===== src/hw/rtl/tlsc_pkg.sv =====
`default_nettype none

package tlsc_pkg;

    // Field widths fixed by the item formats
    localparam int COORD_W = 5;
    localparam int MAG_W   = 4;
    localparam int CELL_W  = 2 * COORD_W;
    // Manhattan index of a cell along a walk, up to 2*15
    localparam int IDX_W   = 5;
    // Error terms in tenths of a cell: up to 10*15*15 + 7*15
    localparam int ERR_W   = 12;

    localparam int MAX_DELTA_DEF        = 15;
    localparam int LINE_STORE_DEPTH_DEF = 32;

    // Distances in tenths of a cell
    localparam int HALF_CELL = 5;
    localparam int ONE_CELL  = 10;
    localparam int Y_NEAR    = 3;
    localparam int Y_FAR     = 7;

    typedef enum logic [1:0] {
        ST_IDLE,
        ST_SETUP,
        ST_WALK,
        ST_FLUSH
    } t_state;

    typedef struct packed {
        logic load;
        logic step;
    } t_walk_ctl;

    typedef struct packed {
        logic signed [COORD_W-1:0] dx;
        logic signed [COORD_W-1:0] dy;
        logic [MAG_W-1:0]          ax;
        logic [MAG_W-1:0]          ay;
        logic [ERR_W-1:0]          ty0;
    } t_line_cfg;

endpackage

`default_nettype wire


===== src/hw/rtl/tlsc_in_if.sv =====
`default_nettype none

interface tlsc_in_if;
    logic                                   valid;
    logic                                   ready;
    logic signed [tlsc_pkg::COORD_W-1:0]    delta_x;
    logic signed [tlsc_pkg::COORD_W-1:0]    delta_y;

    modport source (output valid, output delta_x, output delta_y, input ready);
    modport sink   (input valid, input delta_x, input delta_y, output ready);
endinterface

`default_nettype wire


===== src/hw/rtl/tlsc_out_if.sv =====
`default_nettype none

interface tlsc_out_if;
    logic                                   valid;
    logic                                   ready;
    logic signed [tlsc_pkg::COORD_W-1:0]    cell_x;
    logic signed [tlsc_pkg::COORD_W-1:0]    cell_y;
    logic                                   last_cell;

    modport source (output valid, output cell_x, output cell_y, output last_cell,
                    input ready);
    modport sink   (input valid, input cell_x, input cell_y, input last_cell,
                    output ready);
endinterface

`default_nettype wire


===== src/hw/rtl/tlsc_ram.sv =====
`default_nettype none

module tlsc_ram #(
    parameter int WIDTH = 10,
    parameter int DEPTH = 32
) (
    input  wire logic                     i_clk,
    input  wire logic                     i_we,
    input  wire logic [$clog2(DEPTH)-1:0] i_waddr,
    input  wire logic [WIDTH-1:0]         i_wdata,
    input  wire logic                     i_re,
    input  wire logic [$clog2(DEPTH)-1:0] i_raddr,
    output logic      [WIDTH-1:0]         o_rdata
);

    logic [WIDTH-1:0] r_mem [DEPTH];
    logic [WIDTH-1:0] r_rdata;

    always_ff @(posedge i_clk) begin
        if (i_we) begin
            r_mem[i_waddr] <= i_wdata;
        end
        if (i_re) begin
            r_rdata <= r_mem[i_raddr];
        end
    end

    assign o_rdata = r_rdata;

endmodule

`default_nettype wire


===== src/hw/rtl/tlsc_walker.sv =====
`default_nettype none

// One supercover step per cycle while a step is requested; a corner crossing is taken as an x step, then a y step.
module tlsc_walker (
    input  wire logic                                i_clk,
    input  wire logic                                i_rst_n,
    input  wire tlsc_pkg::t_walk_ctl                 i_ctl,
    input  wire tlsc_pkg::t_line_cfg                 i_cfg,
    output logic signed [tlsc_pkg::COORD_W-1:0]      o_x,
    output logic signed [tlsc_pkg::COORD_W-1:0]      o_y,
    output logic        [tlsc_pkg::IDX_W-1:0]        o_idx,
    output logic                                     o_at_end
);

    logic signed [tlsc_pkg::COORD_W-1:0] r_x;
    logic signed [tlsc_pkg::COORD_W-1:0] r_y;
    logic [tlsc_pkg::IDX_W-1:0]          r_idx;
    logic [tlsc_pkg::ERR_W-1:0]          r_tx;
    logic [tlsc_pkg::ERR_W-1:0]          r_ty;
    logic                                r_pend_y;

    logic x_none, y_none, take_x, take_y, step_x, n_pend_y;
    logic [tlsc_pkg::ERR_W-1:0] inc_x, inc_y, tx0;

    always_comb begin
        x_none   = (i_cfg.ax == '0);
        y_none   = (i_cfg.ay == '0);
        take_x   = !x_none && (y_none || (r_tx < r_ty));
        take_y   = !y_none && (x_none || (r_ty < r_tx));
        // pending y step of a corner goes first
        step_x   = !r_pend_y && (take_x || !take_y);
        n_pend_y = step_x && (take_y || !take_x);
        inc_x    = tlsc_pkg::ERR_W'(i_cfg.ay) * tlsc_pkg::ERR_W'(tlsc_pkg::ONE_CELL);
        inc_y    = tlsc_pkg::ERR_W'(i_cfg.ax) * tlsc_pkg::ERR_W'(tlsc_pkg::ONE_CELL);
        tx0      = tlsc_pkg::ERR_W'(i_cfg.ay) * tlsc_pkg::ERR_W'(tlsc_pkg::HALF_CELL);
    end

    always_ff @(posedge i_clk) begin
        if (!i_rst_n) begin
            r_pend_y <= 1'b0;
        end else if (i_ctl.load) begin
            r_pend_y <= 1'b0;
        end else if (i_ctl.step) begin
            r_pend_y <= n_pend_y;
        end
    end

    always_ff @(posedge i_clk) begin
        if (i_ctl.load) begin
            r_x   <= '0;
            r_y   <= '0;
            r_idx <= '0;
            r_tx  <= tx0;
            r_ty  <= i_cfg.ty0;
        end else if (i_ctl.step) begin
            r_idx <= r_idx + 1'b1;
            if (step_x) begin
                r_x  <= i_cfg.dx[tlsc_pkg::COORD_W-1] ? r_x - 5'sd1 : r_x + 5'sd1;
                r_tx <= r_tx + inc_x;
            end else begin
                r_y  <= i_cfg.dy[tlsc_pkg::COORD_W-1] ? r_y - 5'sd1 : r_y + 5'sd1;
                r_ty <= r_ty + inc_y;
            end
        end
    end

    assign o_x      = r_x;
    assign o_y      = r_y;
    assign o_idx    = r_idx;
    assign o_at_end = (r_x == i_cfg.dx) && (r_y == i_cfg.dy) && !r_pend_y;

endmodule

`default_nettype wire


===== src/hw/rtl/thick_line_supercover_cells.sv =====
`default_nettype none

// Thick supercover line cells. Each input item is a signed displacement
// (delta_x, delta_y), saturated to +/-MAX_DELTA. The block walks two supercover
// lines from the origin cell to the end cell, one 0.2 cell above the center
// line and one 0.2 cell below, and returns the covered cells as a run of items:
// all cells of the upper line in walk order, then the cells of the lower line
// that the upper line did not already cover. last_cell marks the final item of
// a run; a zero displacement gives the single cell (0,0). At a corner crossing
// the x-step cell comes before the y-step cell. Edge crossings are decided with
// exact integer error terms in tenths of a cell. Only the first
// LINE_STORE_DEPTH cells of the upper line are remembered for the overlap test.
// Timing: one walker step unit produces one cell per cycle while the output
// side does not stall, and is shared by both lines. An item passes through
// idle, setup, two walks of |dx|+|dy|+1 cells, a drain of the compare stage
// and a flush for the last cell.
// Input ready is high only while the block is idle; a stall on the output
// freezes the walk. The line store needs no clearing after reset.
module thick_line_supercover_cells #(
    parameter int MAX_DELTA        = tlsc_pkg::MAX_DELTA_DEF,
    parameter int LINE_STORE_DEPTH = tlsc_pkg::LINE_STORE_DEPTH_DEF
) (
    input  wire logic   i_clk,
    input  wire logic   i_rst_n,
    tlsc_in_if.sink     i_in,
    tlsc_out_if.source  o_out
);

    localparam int ADDR_W = $clog2(LINE_STORE_DEPTH);
    localparam int CMP_W  = ((ADDR_W > tlsc_pkg::IDX_W) ? ADDR_W : tlsc_pkg::IDX_W) + 1;
    localparam logic signed [tlsc_pkg::COORD_W-1:0] MAX_V = tlsc_pkg::COORD_W'(MAX_DELTA);

    // control
    tlsc_pkg::t_state r_state, n_state;
    logic r_line;        // 0: upper line, 1: lower line
    logic r_wk_on;       // walker holds a cell still to be issued

    // displacement after saturation
    logic signed [tlsc_pkg::COORD_W-1:0] r_dx, r_dy;

    // compare stage
    logic                                r_s1_v;
    logic                                r_s1_chk;
    logic signed [tlsc_pkg::COORD_W-1:0] r_s1_x, r_s1_y;

    // pending cell: held until it is known whether it is the last one
    logic                                r_pd_v;
    logic signed [tlsc_pkg::COORD_W-1:0] r_pd_x, r_pd_y;

    // output register
    logic                                r_ov;
    logic                                r_olast;
    logic signed [tlsc_pkg::COORD_W-1:0] r_ox, r_oy;

    // FSM outputs
    logic w_in_ready, w_setup, w_walk, w_flush;

    logic signed [tlsc_pkg::COORD_W-1:0] sat_dx, sat_dy;
    logic [tlsc_pkg::MAG_W-1:0]          ax, ay;
    logic                                dy_pos, near_first;
    tlsc_pkg::t_line_cfg                 cfg;
    tlsc_pkg::t_walk_ctl                 ctl;

    logic signed [tlsc_pkg::COORD_W-1:0] w_x, w_y;
    logic [tlsc_pkg::IDX_W-1:0]          w_idx;
    logic                                w_at_end;

    logic                                adv, emit, in_store, kept;
    logic [tlsc_pkg::CELL_W-1:0]         rd_cell;

    // saturation of the incoming displacement
    always_comb begin
        if (i_in.delta_x > MAX_V) begin
            sat_dx = MAX_V;
        end else if (i_in.delta_x < -MAX_V) begin
            sat_dx = -MAX_V;
        end else begin
            sat_dx = i_in.delta_x;
        end
        if (i_in.delta_y > MAX_V) begin
            sat_dy = MAX_V;
        end else if (i_in.delta_y < -MAX_V) begin
            sat_dy = -MAX_V;
        end else begin
            sat_dy = i_in.delta_y;
        end
    end

    // line parameters; the upper line is loaded in SETUP, the lower one at the switch
    always_comb begin
        ax         = r_dx[tlsc_pkg::COORD_W-1] ? tlsc_pkg::MAG_W'(-r_dx)
                                               : tlsc_pkg::MAG_W'(r_dx);
        ay         = r_dy[tlsc_pkg::COORD_W-1] ? tlsc_pkg::MAG_W'(-r_dy)
                                               : tlsc_pkg::MAG_W'(r_dy);
        dy_pos     = !r_dy[tlsc_pkg::COORD_W-1] && (r_dy != '0);
        // first y edge is 0.3 away when the offset line is on the side of travel
        near_first = dy_pos ^ !w_setup;
        cfg.dx     = r_dx;
        cfg.dy     = r_dy;
        cfg.ax     = ax;
        cfg.ay     = ay;
        cfg.ty0    = tlsc_pkg::ERR_W'(ax) * (near_first
                   ? tlsc_pkg::ERR_W'(tlsc_pkg::Y_NEAR)
                   : tlsc_pkg::ERR_W'(tlsc_pkg::Y_FAR));
    end

    // the whole pipe moves only when the output register can take an item
    always_comb begin
        adv      = !r_ov || o_out.ready;
        emit     = w_walk && r_wk_on && adv;
        in_store = (CMP_W'(w_idx) < CMP_W'(LINE_STORE_DEPTH));
        ctl.load = w_setup || (emit && w_at_end && !r_line);
        ctl.step = emit && !w_at_end;
        // cell index along the walk equals |x|+|y|, so entry idx of the upper
        // line is the only candidate match for a lower-line cell
        kept     = r_s1_v && (!r_s1_chk || (rd_cell != {r_s1_x, r_s1_y}));
    end

    tlsc_walker u_walker (
        .i_clk    (i_clk),
        .i_rst_n  (i_rst_n),
        .i_ctl    (ctl),
        .i_cfg    (cfg),
        .o_x      (w_x),
        .o_y      (w_y),
        .o_idx    (w_idx),
        .o_at_end (w_at_end)
    );

    tlsc_ram #(
        .WIDTH (tlsc_pkg::CELL_W),
        .DEPTH (LINE_STORE_DEPTH)
    ) u_line_store (
        .i_clk   (i_clk),
        .i_we    (emit && !r_line && in_store),
        .i_waddr (ADDR_W'(w_idx)),
        .i_wdata ({w_x, w_y}),
        .i_re    (emit && r_line),
        .i_raddr (ADDR_W'(w_idx)),
        .o_rdata (rd_cell)
    );

    // next state
    always_comb begin
        n_state = r_state;
        case (r_state)
            tlsc_pkg::ST_IDLE: begin
                if (i_in.valid) begin
                    n_state = tlsc_pkg::ST_SETUP;
                end
            end
            tlsc_pkg::ST_SETUP: begin
                n_state = tlsc_pkg::ST_WALK;
            end
            tlsc_pkg::ST_WALK: begin
                if (!r_wk_on && !r_s1_v) begin
                    n_state = tlsc_pkg::ST_FLUSH;
                end
            end
            tlsc_pkg::ST_FLUSH: begin
                if (adv) begin
                    n_state = tlsc_pkg::ST_IDLE;
                end
            end
            default: begin
                n_state = tlsc_pkg::ST_IDLE;
            end
        endcase
    end

    // state decode
    always_comb begin
        w_in_ready = 1'b0;
        w_setup    = 1'b0;
        w_walk     = 1'b0;
        w_flush    = 1'b0;
        case (r_state)
            tlsc_pkg::ST_IDLE:  w_in_ready = 1'b1;
            tlsc_pkg::ST_SETUP: w_setup    = 1'b1;
            tlsc_pkg::ST_WALK:  w_walk     = 1'b1;
            tlsc_pkg::ST_FLUSH: w_flush    = adv;
            default:            w_in_ready = 1'b0;
        endcase
    end

    always_ff @(posedge i_clk) begin
        if (!i_rst_n) begin
            r_state <= tlsc_pkg::ST_IDLE;
            r_line  <= 1'b0;
            r_wk_on <= 1'b0;
            r_s1_v  <= 1'b0;
            r_pd_v  <= 1'b0;
            r_ov    <= 1'b0;
        end else begin
            r_state <= n_state;

            if (w_setup) begin
                r_line  <= 1'b0;
                r_wk_on <= 1'b1;
            end else if (emit && w_at_end) begin
                if (r_line) begin
                    r_wk_on <= 1'b0;
                end else begin
                    r_line <= 1'b1;
                end
            end

            if (adv) begin
                r_s1_v <= emit;
                if (kept) begin
                    r_pd_v <= 1'b1;
                end else if (w_flush) begin
                    r_pd_v <= 1'b0;
                end
                r_ov <= (kept && r_pd_v) || w_flush;
            end
        end
    end

    // payload
    always_ff @(posedge i_clk) begin
        if (w_in_ready && i_in.valid) begin
            r_dx <= sat_dx;
            r_dy <= sat_dy;
        end
        if (adv) begin
            r_s1_x   <= w_x;
            r_s1_y   <= w_y;
            r_s1_chk <= r_line && in_store;
            if (kept) begin
                r_pd_x <= r_s1_x;
                r_pd_y <= r_s1_y;
            end
            if ((kept && r_pd_v) || w_flush) begin
                r_ox    <= r_pd_x;
                r_oy    <= r_pd_y;
                r_olast <= w_flush;
            end
        end
    end

    assign i_in.ready      = w_in_ready;
    assign o_out.valid     = r_ov;
    assign o_out.cell_x    = r_ox;
    assign o_out.cell_y    = r_oy;
    assign o_out.last_cell = r_olast;

endmodule

`default_nettype wire

===== src/flat_wrapper.sv =====
// flat-port wrapper written by rule: the top's interface ports become plain ports
module thick_line_supercover_cells_flat 
#(
    parameter int MAX_DELTA        = tlsc_pkg::MAX_DELTA_DEF,
    parameter int LINE_STORE_DEPTH = tlsc_pkg::LINE_STORE_DEPTH_DEF
)
  (i_clk, i_rst_n, i_in_valid, i_in_delta_x, i_in_delta_y, i_in_ready, o_out_valid, o_out_cell_x, o_out_cell_y, o_out_last_cell, o_out_ready);
  tlsc_in_if i_in_i ();
  tlsc_out_if o_out_i ();
  input  wire logic i_clk;
  input  wire logic i_rst_n;
  input wire logic [$bits(i_in_i.valid)-1:0] i_in_valid;
  input wire logic [$bits(i_in_i.delta_x)-1:0] i_in_delta_x;
  input wire logic [$bits(i_in_i.delta_y)-1:0] i_in_delta_y;
  output wire logic [$bits(i_in_i.ready)-1:0] i_in_ready;
  output wire logic [$bits(o_out_i.valid)-1:0] o_out_valid;
  output wire logic [$bits(o_out_i.cell_x)-1:0] o_out_cell_x;
  output wire logic [$bits(o_out_i.cell_y)-1:0] o_out_cell_y;
  output wire logic [$bits(o_out_i.last_cell)-1:0] o_out_last_cell;
  input wire logic [$bits(o_out_i.ready)-1:0] o_out_ready;
  assign i_in_i.valid = i_in_valid;
  assign i_in_i.delta_x = i_in_delta_x;
  assign i_in_i.delta_y = i_in_delta_y;
  assign i_in_ready = i_in_i.ready;
  assign o_out_valid = o_out_i.valid;
  assign o_out_cell_x = o_out_i.cell_x;
  assign o_out_cell_y = o_out_i.cell_y;
  assign o_out_last_cell = o_out_i.last_cell;
  assign o_out_i.ready = o_out_ready;
  thick_line_supercover_cells #(.MAX_DELTA(MAX_DELTA), .LINE_STORE_DEPTH(LINE_STORE_DEPTH)) u_core (.i_clk(i_clk), .i_rst_n(i_rst_n), .i_in(i_in_i), .o_out(o_out_i));
endmodule

===== config.mk =====
export PLATFORM = sky130hd
export DESIGN_NAME = thick_line_supercover_cells_flat
export DESIGN_NICKNAME = d
export VERILOG_FILES = /design/src/hw/rtl/tlsc_pkg.sv /design/src/hw/rtl/tlsc_in_if.sv /design/src/hw/rtl/tlsc_out_if.sv /design/src/hw/rtl/tlsc_ram.sv /design/src/hw/rtl/tlsc_walker.sv /design/src/hw/rtl/thick_line_supercover_cells.sv /design/src/flat_wrapper.sv
export SDC_FILE = /design/constraint.sdc
export NUM_CORES = 1
export LEC_CHECK = 0
export ABC_AREA = 1
export BUFFER_PORTS_ARGS = -buffer_cell sky130_fd_sc_hd__buf_2
export CORE_MARGIN = 2
export CORE_UTILIZATION = 55
export CTS_BUF_LIST = sky130_fd_sc_hd__clkbuf_16
export CTS_CLUSTER_SIZE = 24
export DETAILED_ROUTE_END_ITERATION = 8
export PLACE_DENSITY = 0.73
export RECOVER_POWER = 100
export SKIP_CTS_REPAIR_TIMING = 1
export SYNTH_ARGS = -nofsm -noshare
export SYNTH_HDL_FRONTEND = slang
export SYNTH_HIERARCHICAL = 1
export SYNTH_SLANG_ARGS = --single-unit

===== constraint.sdc =====
create_clock -name i_clk -period 3.9 [get_ports i_clk]
set_input_delay 0.195 -clock i_clk [delete_from_list [all_inputs] [get_ports i_clk]]
set_output_delay 0.195 -clock i_clk [all_outputs]
set_load 0.005 [all_outputs]

==> results of run 1 <==
-- stage by stage --
step | hold slack, ns | utilization, % | worst slack, ns
finish | 0.0140 | 61.1 | 0.349
floorplan | 0.323 | - | 0.460
global route | 0.00671 | 61.1 | 0.0564
detailed placement | 0.405 | 57.7 | 0.385
CTS | -0.0889 | 61.5 | 0.386
global placement | 0.401 | 57.7 | 0.553
-- worst min path at each step --
stage	endpoint	slack [ns]	cells after the start
after floorplan	u_core/u_walker/r_pend_y$_SDFFE_PP0P_	0.32	2
after global placement	u_core/o_out.cell_y[4]$_DFFE_PP_	0.40	0
after detailed placement	u_core/o_out.cell_x[4]$_DFFE_PP_	0.40	0
after CTS	u_core/u_walker/r_pend_y$_SDFFE_PP0P_	-0.09	3
after global routing	u_core/r_dy[2]$_SDFFCE_PP1P_	0.007	3
final	u_core/r_dy[3]$_SDFFCE_PP1P_	0.01	3
-- per-layer routing --
metal	vias up	wire length (um)
met1	6351	18000
met3	97	2510
met4	0	1560
met2	450	21000
li1	6297	-
met5	-	0
-- layout make-up --
class	instances	area, um^2	share of cell area [%]
clock buffer	43	1080	5.11
clock inverter	30	234	1.11
timing repair buffer	85	460	2.19
inverter	139	522	2.48
tap	455	569	2.70
sequential	419	12300	58.5
multi-input combinational	1196	5880	27.9
-- cell families (layout without fill, tap and decap cells) --
family                     count (synthesis)  after routing  share of synthesized area [%]
buffers and inverters                    218            297                           5.07
and+or+nand+nor                         1005           1005                           22.1
xor gates and xnor gates                  27             27                           1.31
adders and majority gates                 64             64                           4.53
AOI/OAI and AO/OA                         94             94                           2.76
other                                      1              5                         0.0196
muxes                                      1              1                         0.0587
DFF                                      419            419                           64.2
-- worst max-delay path, stage by stage (launching register included) --
cell and delay [ns]:
edfxtp_1 0.44, inv_1 0.09, ha_1 0.19, inv_1 0.05, nand2_1 0.05, xor2_1 0.15, clkbuf_1 0.18, ha_1 0.22
ha_1 0.23, fa_1 0.41, xor2_1 0.18, ha_1 0.33, a21oi_1 0.22, o211ai_1 0.20, a31o_2 0.24, nand3_1 0.07
nand2_1 0.07
-- report_power, final --
part / switching (uW) / internal, uW / leakage, uW / total (uW)
clock network: 1630 / 2250 / 0.000684 / 3880
logic: 3800 / 1790 / 0.00373 / 5600
registers: 332 / 5730 / 0.00387 / 6060
-- placed cells by master (no fill, tap or decap), types with 5 or more instances in the layout --
cell / count
nor2_1: 90
nand2_1: 607
a21oi_1: 46
dfxtp_1: 25
inv_1: 147
clkbuf_1: 49
nor3_1: 5
dlygate4sd3_1: 7
o21ai_0: 32
xnor2_1: 11
fa_1: 9
clkinv_1: 8
buf_4: 10
clkinv_2: 6
nand3_1: 274
edfxtp_1: 391
conb_1: 5
nand4_1: 13
xor2_1: 15
buf_2: 14
clkbuf_16: 43
ha_1: 55
-- flip-flops by register name, indices dropped and copies added (netlist names), 2 cells and up --
| signal | cells |
|---|---|
| u_core/r_pd_x | 5 |
| u_core/u_walker/r_tx | 12 |
| u_core/u_line_store/r_mem | 320 |
| u_core/r_s1_y | 5 |
| u_core/u_walker/o_x | 5 |
| u_core/u_walker/r_ty | 12 |
| u_core/u_walker/o_y | 5 |
| u_core/o_out.cell_y | 5 |
| u_core/r_state | 2 |
| u_core/r_s1_x | 5 |
| u_core/u_walker/o_idx | 5 |
| u_core/u_line_store/o_rdata | 10 |
| u_core/r_dy | 5 |
| u_core/o_out.cell_x | 5 |
| u_core/r_dx | 5 |
| u_core/r_pd_y | 5 |
==> flow_metrics.py, run 1 <==
metrics = {
    "global_routing": {
        "grt.met1_usage_pct": 31.0,
        "grt_pass1_wl_mm": 67.1,
        "grt_max_degree": 116,
        "grt_overflow": 0,
        "first_global_vias": 12806,
        "gr-usage-met2_pct": 40.6,
        "grt_busiest_layer": "met2",
        "antenna_found_initial": 0,
        "gr-usage-met3_pct": 3.40,
        "gr-usage-all-layers_pct": 23.9,
    },
    "power": {
        "max-vdd-ir-drop_mv": 0.644,
        "power_leakage_uw": 0.00828,
        "total_power_uw": 15500,
        "pwr_density_cell_nw_per_um2": 738,
    },
    "critical_path": {
        "r2r-end": "u_core/u_walker/r_ty[11]$_DFFE_PP_",
        "end_kind": "flop",
        "reg2reg_slack_ns": 0.35,
        "critPathKind": "flop to flop",
        "worstPathRequired_ns": 4.20,
        "cp-start-kind": "flop",
        "critPathLaunch": "u_core/r_dx[1]$_SDFFCE_PP1P_",
        "cp.arrival_ns": 3.85,
        "rr_startpoint": "u_core/r_dx[1]$_SDFFCE_PP1P_",
        "cp_max_fo": 6,
        "endpoint": "u_core/u_walker/r_ty[11]$_DFFE_PP_",
        "r2r_cells": 16,
    },
    "routing": {
        "route.vias.total": 13195,
        "drc": 0,
        "antenna_left": 0,
        "first_iter_violations": 1430,
        "vias_per_cell": 5.57,
        "drtPass1Iterations": 5,
        "routedWlPerCell_um": 18.2,
        "drt-total-wl_mm": 43.0,
    },
    "sta": {
        "rsz0062_at_grt": "false",
        "finalHoldViolCount": 0,
        "timing.fmax_mhz": 282,
        "clock_skew_ns": 0.0210,
        "fin_crit_ns": 3.55,
        "tns_ns": 0,
        "report.final.slew_viol_count": 324,
        "relSlewSlack_pct": -20.9,
        "period_share_pct": 91.1,
        "setup_violations": 0,
        "tightest_slew_ns": 1.81,
    },
    "run": {
        "max-cap-violations": 9,
    },
    "logic_synthesis": {
        "ys_warn_count": 6,
        "synth_area_leaders": "edfxtp_1, nand2_1, nand3_1",
        "synth-edff-count": 391,
        "synth_top_area_share_pct": 61.2,
        "netlist_instances": 1829,
        "async_flop_share_pct": 0,
        "synthTopCellsByCount": "nand2_1, edfxtp_1, nand3_1",
        "ys_types": 51,
        "synthesis.area_um2": 19200,
        "synth_seq_area_share_pct": 64.2,
        "avgSynthCellArea_um2": 10.5,
        "synth-main-ff-cell": "edfxtp_1",
        "synth-seq-cells": 419,
        "synth_largest_area_cell": "edfxtp_1",
        "synth.most_common_cell": "nand2_1",
    },
    "floorplan": {
        "die_h_um": 191,
        "ioPinCount": 27,
        "initial_core_util_pct": 55.6,
        "die_x_um": 191,
        "die-area_um2": 36400,
        "coreArea_um2": 34500,
        "rows": 68,
    },
    "placed_design": {
        "io_buffer_count": 26,
        "place_inst": 2286,
        "gp_congestion": 0.879,
        "dpl.hpwl_mm": 25.5,
        "placed_area_um2": 19900,
    },
    "run_status": {
        "violations": "max-capacitance violations, max-slew violations",
        "status": "complete, but fails checks",
    },
    "clocking": {
        "cts_buffers": 42,
        "root_buffer": "clkbuf_16",
        "clk_pin_slew_ns": 0.06,
        "clock_latency_ns": 0.55,
        "cts_buffer_depth": 3,
        "cts_max_level": 2,
        "cts.sinks": 419,
        "cts_tree": "built",
    },
    "cells_and_area": {
        "area_growth_pct": 9.76,
        "drive_above_1_share_pct": 5.33,
        "layoutNonFillerInstCount": 2367,
        "num_antenna_cells": 0,
        "final_area_um2": 21000,
        "nNetsFinal": 1961,
        "n_fill_cell": 2780,
    },
    "worst_hold_path": {
        "hold_path.class": "input port to flop",
        "min_from": "i_in_delta_y[3]",
    },
}
(Power assumes the default switching activity.)
==> run 2, diff against run 1 <==
--- a/config.mk
+++ b/config.mk
@@ -7,12 +7,14 @@
 export LEC_CHECK = 0
 export ABC_AREA = 1
 export BUFFER_PORTS_ARGS = -buffer_cell sky130_fd_sc_hd__buf_2
+export CELL_PAD_IN_SITES_DETAIL_PLACEMENT = 1
+export CELL_PAD_IN_SITES_GLOBAL_PLACEMENT = 1
 export CORE_MARGIN = 2
-export CORE_UTILIZATION = 55
+export CORE_UTILIZATION = 51
 export CTS_BUF_LIST = sky130_fd_sc_hd__clkbuf_16
 export CTS_CLUSTER_SIZE = 24
 export DETAILED_ROUTE_END_ITERATION = 8
-export PLACE_DENSITY = 0.73
+export PLACE_DENSITY = 0.82
 export RECOVER_POWER = 100
 export SKIP_CTS_REPAIR_TIMING = 1
 export SYNTH_ARGS = -nofsm -noshare
==> flow_metrics.py, run 2 (synthesis results as in run 1) <==
metrics = {
    "run_status": {
        "status": "complete, but fails checks",
        "violations": "negative hold slack, max-capacitance violations, max-slew violations",
    },
    "placed_design": {
        "io_buffer_count": 26,
        "place_worst_setup_slack_ns": 0.154,
        "dpl.hpwl_mm": 33.7,
        "gp_congestion": 0.839,
    },
    "critical_path": {
        "r2r_cells": 13,
        "cp_cell_sequence": "buf_4 > o31ai_4 > xor2_2 > ha_1 > ha_1 > fa_1 > xor2_1 > ha_1 > a21oi_1 > o21ai_0 > nor2_1 > xor2_1 > o21ai_0",
        "cp_top_family": "adder cells",
        "cp.arrival_ns": 3.94,
        "cpMaxStageDelayCell": "edfxtp_1",
        "path_common_cell": "ha_1",
        "worstPathRequired_ns": 4.18,
        "reg2reg_slack_ns": 0.24,
        "critPathMaxStageDelay_ns": 0.44,
        "r2r-end": "u_core/u_walker/r_ty[7]$_DFFE_PP_",
        "cp_max_fo": 5,
        "rr_startpoint": "u_core/r_dx[0]$_SDFFCE_PP1P_",
        "critPathKind": "flop to flop",
        "path_buf_inv": 1,
        "end_kind": "flop",
        "cp-start-kind": "flop",
    },
    "clocking": {
        "cts_tree": "built",
        "cts.sinks": 419,
        "cts_buffers": 44,
        "root_buffer": "clkbuf_16",
        "clk_pin_slew_ns": 0.06,
        "cts_buffer_depth": 3,
        "clock_latency_ns": 0.57,
        "cts_max_level": 2,
    },
    "run": {
        "max-cap-violations": 10,
    },
    "floorplan": {
        "die_h_um": 198,
        "coreArea_um2": 37300,
        "ioPinCount": 27,
        "rows": 71,
        "die_x_um": 198,
        "initial_core_util_pct": 51.4,
        "die-area_um2": 39200,
    },
    "global_routing": {
        "grt_pass1_wl_mm": 83.6,
        "grt_max_degree": 101,
        "first_global_vias": 15036,
        "antenna_found_initial": 1,
        "grt_overflow": 0,
        "gr-usage-all-layers_pct": 28.3,
    },
    "sta": {
        "finalHoldViolCount": 1,
        "relSlewSlack_pct": -47.9,
        "whs_ns": -0.00336,
        "period_share_pct": 94.0,
        "clock_skew_ns": 0.0263,
        "setup_violations": 0,
        "tns_ns": 0,
        "finalWorstSetupSlack_ns": 0.235,
        "report.final.slew_viol_count": 359,
        "timing.fmax_mhz": 273,
        "rsz0062_at_grt": "false",
        "fin_crit_ns": 3.66,
        "tightest_slew_ns": 2.22,
    },
    "cells_and_area": {
        "multiInputGateArea_um2": 5890,
        "drive_above_1_share_pct": 5.92,
        "num_antenna_cells": 0,
        "top_register": "u_core/u_line_store/r_mem",
        "seq_area_um2": 12300,
        "biggestRegsByFlops": "u_core/u_line_store/r_mem (320), u_core/u_walker/r_tx (12), u_core/u_walker/r_ty (12)",
        "area_growth_pct": 10.3,
        "final_cell_mix": "nand2_1, edfxtp_1, nand3_1",
        "nNetsFinal": 1971,
        "final_common_cell": "nand2_1",
        "n_fill_cell": 4055,
        "largest_reg_flops": 320,
    },
    "power": {
        "switching_share_pct": 39.1,
        "seq_power_share_pct": 37.0,
        "p_comb_share_pct": 38.0,
        "power_switching_uw": 6300,
        "max-vdd-ir-drop_mv": 0.593,
        "pwr-share-clk_pct": 25.0,
        "power_leakage_uw": 0.00831,
        "internal-power_uw": 9810,
        "total_power_uw": 16100,
        "pwr_density_cell_nw_per_um2": 762,
    },
    "worst_hold_path": {
        "hold_end": "u_core/r_dx[2]$_SDFFCE_PP1P_",
        "hold_path.class": "input port to flop",
        "min_from": "i_in_delta_x[2]",
        "hold_depth": 3,
    },
    "routing": {
        "drc": 0,
        "vias_per_cell": 5.85,
        "antenna_left": 0,
        "route.vias.total": 14037,
        "drtPass1Iterations": 7,
        "first_iter_violations": 977,
        "drt-total-wl_mm": 55.0,
        "routedWlPerCell_um": 22.9,
    },
}
## run 2: worst max path at each step
stage	start	to	slack, ns	cells after the start
3_3_place_gp	u_core/r_dx[0]$_SDFFCE_PP1P_	u_core/u_walker/r_ty[11]$_DFFE_PP_	0.40	14
3_5_place_dp	u_core/r_dx[0]$_SDFFCE_PP1P_	u_core/u_walker/r_ty[10]$_DFFE_PP_	0.15	16
4_1_cts	u_core/r_dx[0]$_SDFFCE_PP1P_	u_core/u_walker/r_ty[7]$_DFFE_PP_	0.10	14
2_1_floorplan	u_core/r_dx[0]$_SDFFCE_PP1P_	u_core/u_walker/r_ty[11]$_DFFE_PP_	0.46	16
5_1_grt	u_core/r_dy[0]$_SDFFCE_PP1P_	u_core/u_walker/r_tx[11]$_SDFFE_PP0P_	0.02	20
6_report	u_core/r_dx[0]$_SDFFCE_PP1P_	u_core/u_walker/r_ty[7]$_DFFE_PP_	0.24	13
## run 2: tightest hold or removal path, stage by stage
cell	delay, ns
buf_2	0.09
inv_1	0.04
nor2_1	0.09
## run 2: power groups by stage
stage	logic (uW)	clock network (uW)	registers [uW]
finish	6120	4030	5970
global route	6810	4220	6000
CTS	6140	4060	5940
detailed placement	6000	0	6030
global placement	5540	0	6010
floorplan	4090	0	6130
## run 2: layout make-up
class | count | share of cell area, %
Multi-Input combinational cell | 1196 | 27.8
Inverter | 139 | 2.47
Clock buffer | 46 | 5.44
Timing Repair Buffer | 93 | 2.22
Clock inverter | 34 | 1.03
Sequential cell | 419 | 58.2
Tap cell | 474 | 2.81
## run 2: layer usage
layer  vias to the layer above  GRT usage (%)  wire length [um]
met5                         -              0                 0
met4                         0           13.8              2600
li1                       6324              -                 -
met2                       486           50.9             28500
met3                       163           4.60              3090
met1                      7064           32.8             20800
## run 2: metrics by stage
step	std cells	hold slack [ns]	util, %	instance area (um^2)
after detailed placement	2312	0.414	53.4	19900
after global routing	2401	0.0156	56.7	21100
final	2401	-0.00336	56.7	21100
after floorplan	1833	0.323	-	19200
after global placement	2312	0.405	53.4	19900
after CTS	2392	-0.0826	57.1	21300
==> run 3, diff against run 2 <==
--- a/config.mk
+++ b/config.mk
@@ -11,9 +11,9 @@
 export CELL_PAD_IN_SITES_GLOBAL_PLACEMENT = 1
 export CORE_MARGIN = 2
 export CORE_UTILIZATION = 51
-export CTS_BUF_LIST = sky130_fd_sc_hd__clkbuf_16
 export CTS_CLUSTER_SIZE = 24
 export DETAILED_ROUTE_END_ITERATION = 8
+export GPL_TIMING_DRIVEN = 0
 export PLACE_DENSITY = 0.82
 export RECOVER_POWER = 100
 export SKIP_CTS_REPAIR_TIMING = 1
==> flow_metrics.py, run 3 (synthesis results as in run 1) <==
metrics = {
    "run_status": {
        "status": "complete, but fails checks",
        "violations": "negative hold slack",
    },
    "sta": {
        "finalHoldViolCount": 1,
        "setup_violations": 0,
        "period_share_pct": 99.6,
        "timing.fmax_mhz": 257,
        "fin_crit_ns": 3.88,
        "clock_skew_ns": 0.0253,
        "report.final.slew_viol_count": 0,
        "whs_ns": -0.0318,
        "tightest_slew_ns": 1.09,
        "relSlewSlack_pct": 27.5,
    },
    "critical_path": {
        "cpMaxStageDelayCell": "dfxtp_4",
        "cp_max_fo": 36,
        "cp_cell_sequence": "inv_1 > nand2_1 > o21ai_0 > nor4_1 > nand4_1 > nor2_1 > nand2_1 > o21ai_1 > inv_1 > clkbuf_1 > nand2_1",
        "rr_startpoint": "u_core/u_walker/o_x[3]$_SDFFE_PP0P_",
        "path_buf_inv": 3,
        "critPathMaxStageDelay_ns": 0.72,
        "r2r-end": "u_core/u_walker/r_ty[5]$_DFFE_PP_",
        "cp.arrival_ns": 4.09,
        "cp_top_family": "simple AND/OR/NAND/NOR gates",
        "end_kind": "flop",
        "worstPathRequired_ns": 4.11,
        "reg2reg_slack_ns": 0.02,
        "cp-start-kind": "flop",
        "path_common_cell": "nand2_1",
        "r2r_cells": 11,
        "critPathKind": "flop to flop",
    },
    "cells_and_area": {
        "largest_reg_flops": 320,
        "area_growth_pct": 12.1,
        "final_area_um2": 21500,
        "final_common_cell": "nand2_1",
        "top_register": "u_core/u_line_store/r_mem",
        "n_fill_cell": 4037,
        "nNetsFinal": 2000,
        "num_antenna_cells": 0,
        "biggestRegsByFlops": "u_core/u_line_store/r_mem (320), u_core/u_walker/r_tx (12), u_core/u_walker/r_ty (12)",
        "final_cell_mix": "nand2_1, edfxtp_1, nand3_1",
        "layoutNonFillerInstCount": 2429,
        "drive_above_1_share_pct": 8.44,
    },
    "global_routing": {
        "first_global_vias": 14834,
        "gr-usage-met3_pct": 3.76,
        "grt_max_degree": 38,
        "grt_pass1_wl_mm": 85.3,
        "grt.met1_usage_pct": 35.8,
        "gr-usage-met2_pct": 51.5,
        "gr-usage-all-layers_pct": 29.3,
        "grt_overflow": 0,
        "grt_busiest_layer": "met2",
        "antenna_found_initial": 0,
    },
    "power": {
        "max-vdd-ir-drop_mv": 0.656,
        "power_leakage_uw": 0.00845,
        "pwr_density_cell_nw_per_um2": 772,
    },
    "clocking": {
        "cts_max_level": 2,
        "cts_buffers": 43,
        "clk_pin_slew_ns": 0.06,
        "cts_tree": "built",
        "clock_latency_ns": 0.58,
        "cts.sinks": 419,
        "cts_buffer_depth": 3,
        "root_buffer": "clkbuf_16",
    },
    "floorplan": {
        "die-area_um2": 39200,
        "die_h_um": 198,
        "rows": 71,
        "ioPinCount": 27,
        "die_x_um": 198,
        "initial_core_util_pct": 51.4,
        "coreArea_um2": 37300,
    },
    "routing": {
        "vias_per_cell": 5.84,
        "drtPass1Iterations": 7,
        "drc": 0,
        "route.vias.total": 14191,
        "antenna_left": 0,
        "routedWlPerCell_um": 23.8,
        "first_iter_violations": 984,
        "drt-total-wl_mm": 57.8,
    },
    "worst_hold_path": {
        "hold_depth": 3,
        "hold_path.class": "input port to flop",
        "hold_end": "u_core/r_dx[1]$_SDFFCE_PP1P_",
        "min_from": "i_in_delta_x[1]",
    },
    "run": {
        "max-cap-violations": 0,
    },
    "placed_design": {
        "place_inst": 2334,
        "placed_area_um2": 19900,
        "dpl.hpwl_mm": 37.7,
        "io_buffer_count": 26,
        "gp_congestion": 0.881,
    },
}
-- run 3: worst max path at each step --
stage	startpoint	cells after the start	slack [ns]	to
2_1_floorplan	u_core/r_dx[0]$_SDFFCE_PP1P_	16	0.46	u_core/u_walker/r_ty[11]$_DFFE_PP_
3_3_place_gp	u_core/u_walker/o_y[1]$_SDFFE_PP0P_	10	-0.67	u_core/u_walker/r_ty[7]$_DFFE_PP_
3_5_place_dp	u_core/u_walker/o_y[1]$_SDFFE_PP0P_	10	-0.21	u_core/u_walker/r_ty[8]$_DFFE_PP_
4_1_cts	u_core/u_walker/o_y[1]$_SDFFE_PP0P_	10	-0.23	u_core/u_walker/r_ty[8]$_DFFE_PP_
5_1_grt	u_core/u_walker/o_x[3]$_SDFFE_PP0P_	11	-0.15	u_core/u_walker/r_ty[10]$_DFFE_PP_
6_report	u_core/u_walker/o_x[3]$_SDFFE_PP0P_	11	0.02	u_core/u_walker/r_ty[5]$_DFFE_PP_
-- run 3: tightest hold or removal path: stages --
cell and delay (ns):
buf_2 0.10, inv_1 0.05, nor2_1 0.08
-- run 3: cell type report --
cell class / instances / area [um^2] / share of cell area [%]
clock buffer: 55 / 1190 / 5.55
inverter: 139 / 524 / 2.44
buffer: 79 / 449 / 2.09
timing repair buffer: 44 / 278 / 1.29
clock inverter: 23 / 183 / 0.850
tap: 474 / 593 / 2.76
multi-input combinational: 1196 / 5950 / 27.7
sequential: 419 / 12300 / 57.4
-- run 3: metal layers --
layer  wire length (um)  up-vias  part of all wire (%)
met4               2770        0                   4.8
met3               3430      178                   5.9
li1                   -     6401                     -
met1              22400     7064                    39
met5                  0        -                     0
met2              29200      548                    51
-- run 3: per-stage QoR --
stage | worst slack [ns] | total power, uW | hold WS, ns | setup TNS, ns | utilization, %
finish | 0.0158 | 16600 | -0.0318 | 0 | 57.6
global placement | -0.666 | 12000 | 0.405 | -23.01 | 53.4
floorplan | 0.460 | 10200 | 0.323 | 0 | -
global route | -0.150 | 17500 | -0.0000764 | -1.91 | 57.6
detailed placement | -0.213 | 12400 | 0.406 | -2.87 | 53.5
CTS | -0.234 | 16500 | -0.114 | -3.47 | 57.1
-- run 3: power breakdown --
group	switching, uW	internal [uW]	leakage [uW]
clock network	1720	2300	0.000675
registers	779	5720	0.00383
logic	4050	2020	0.00394
total	6550	10000	0.00845
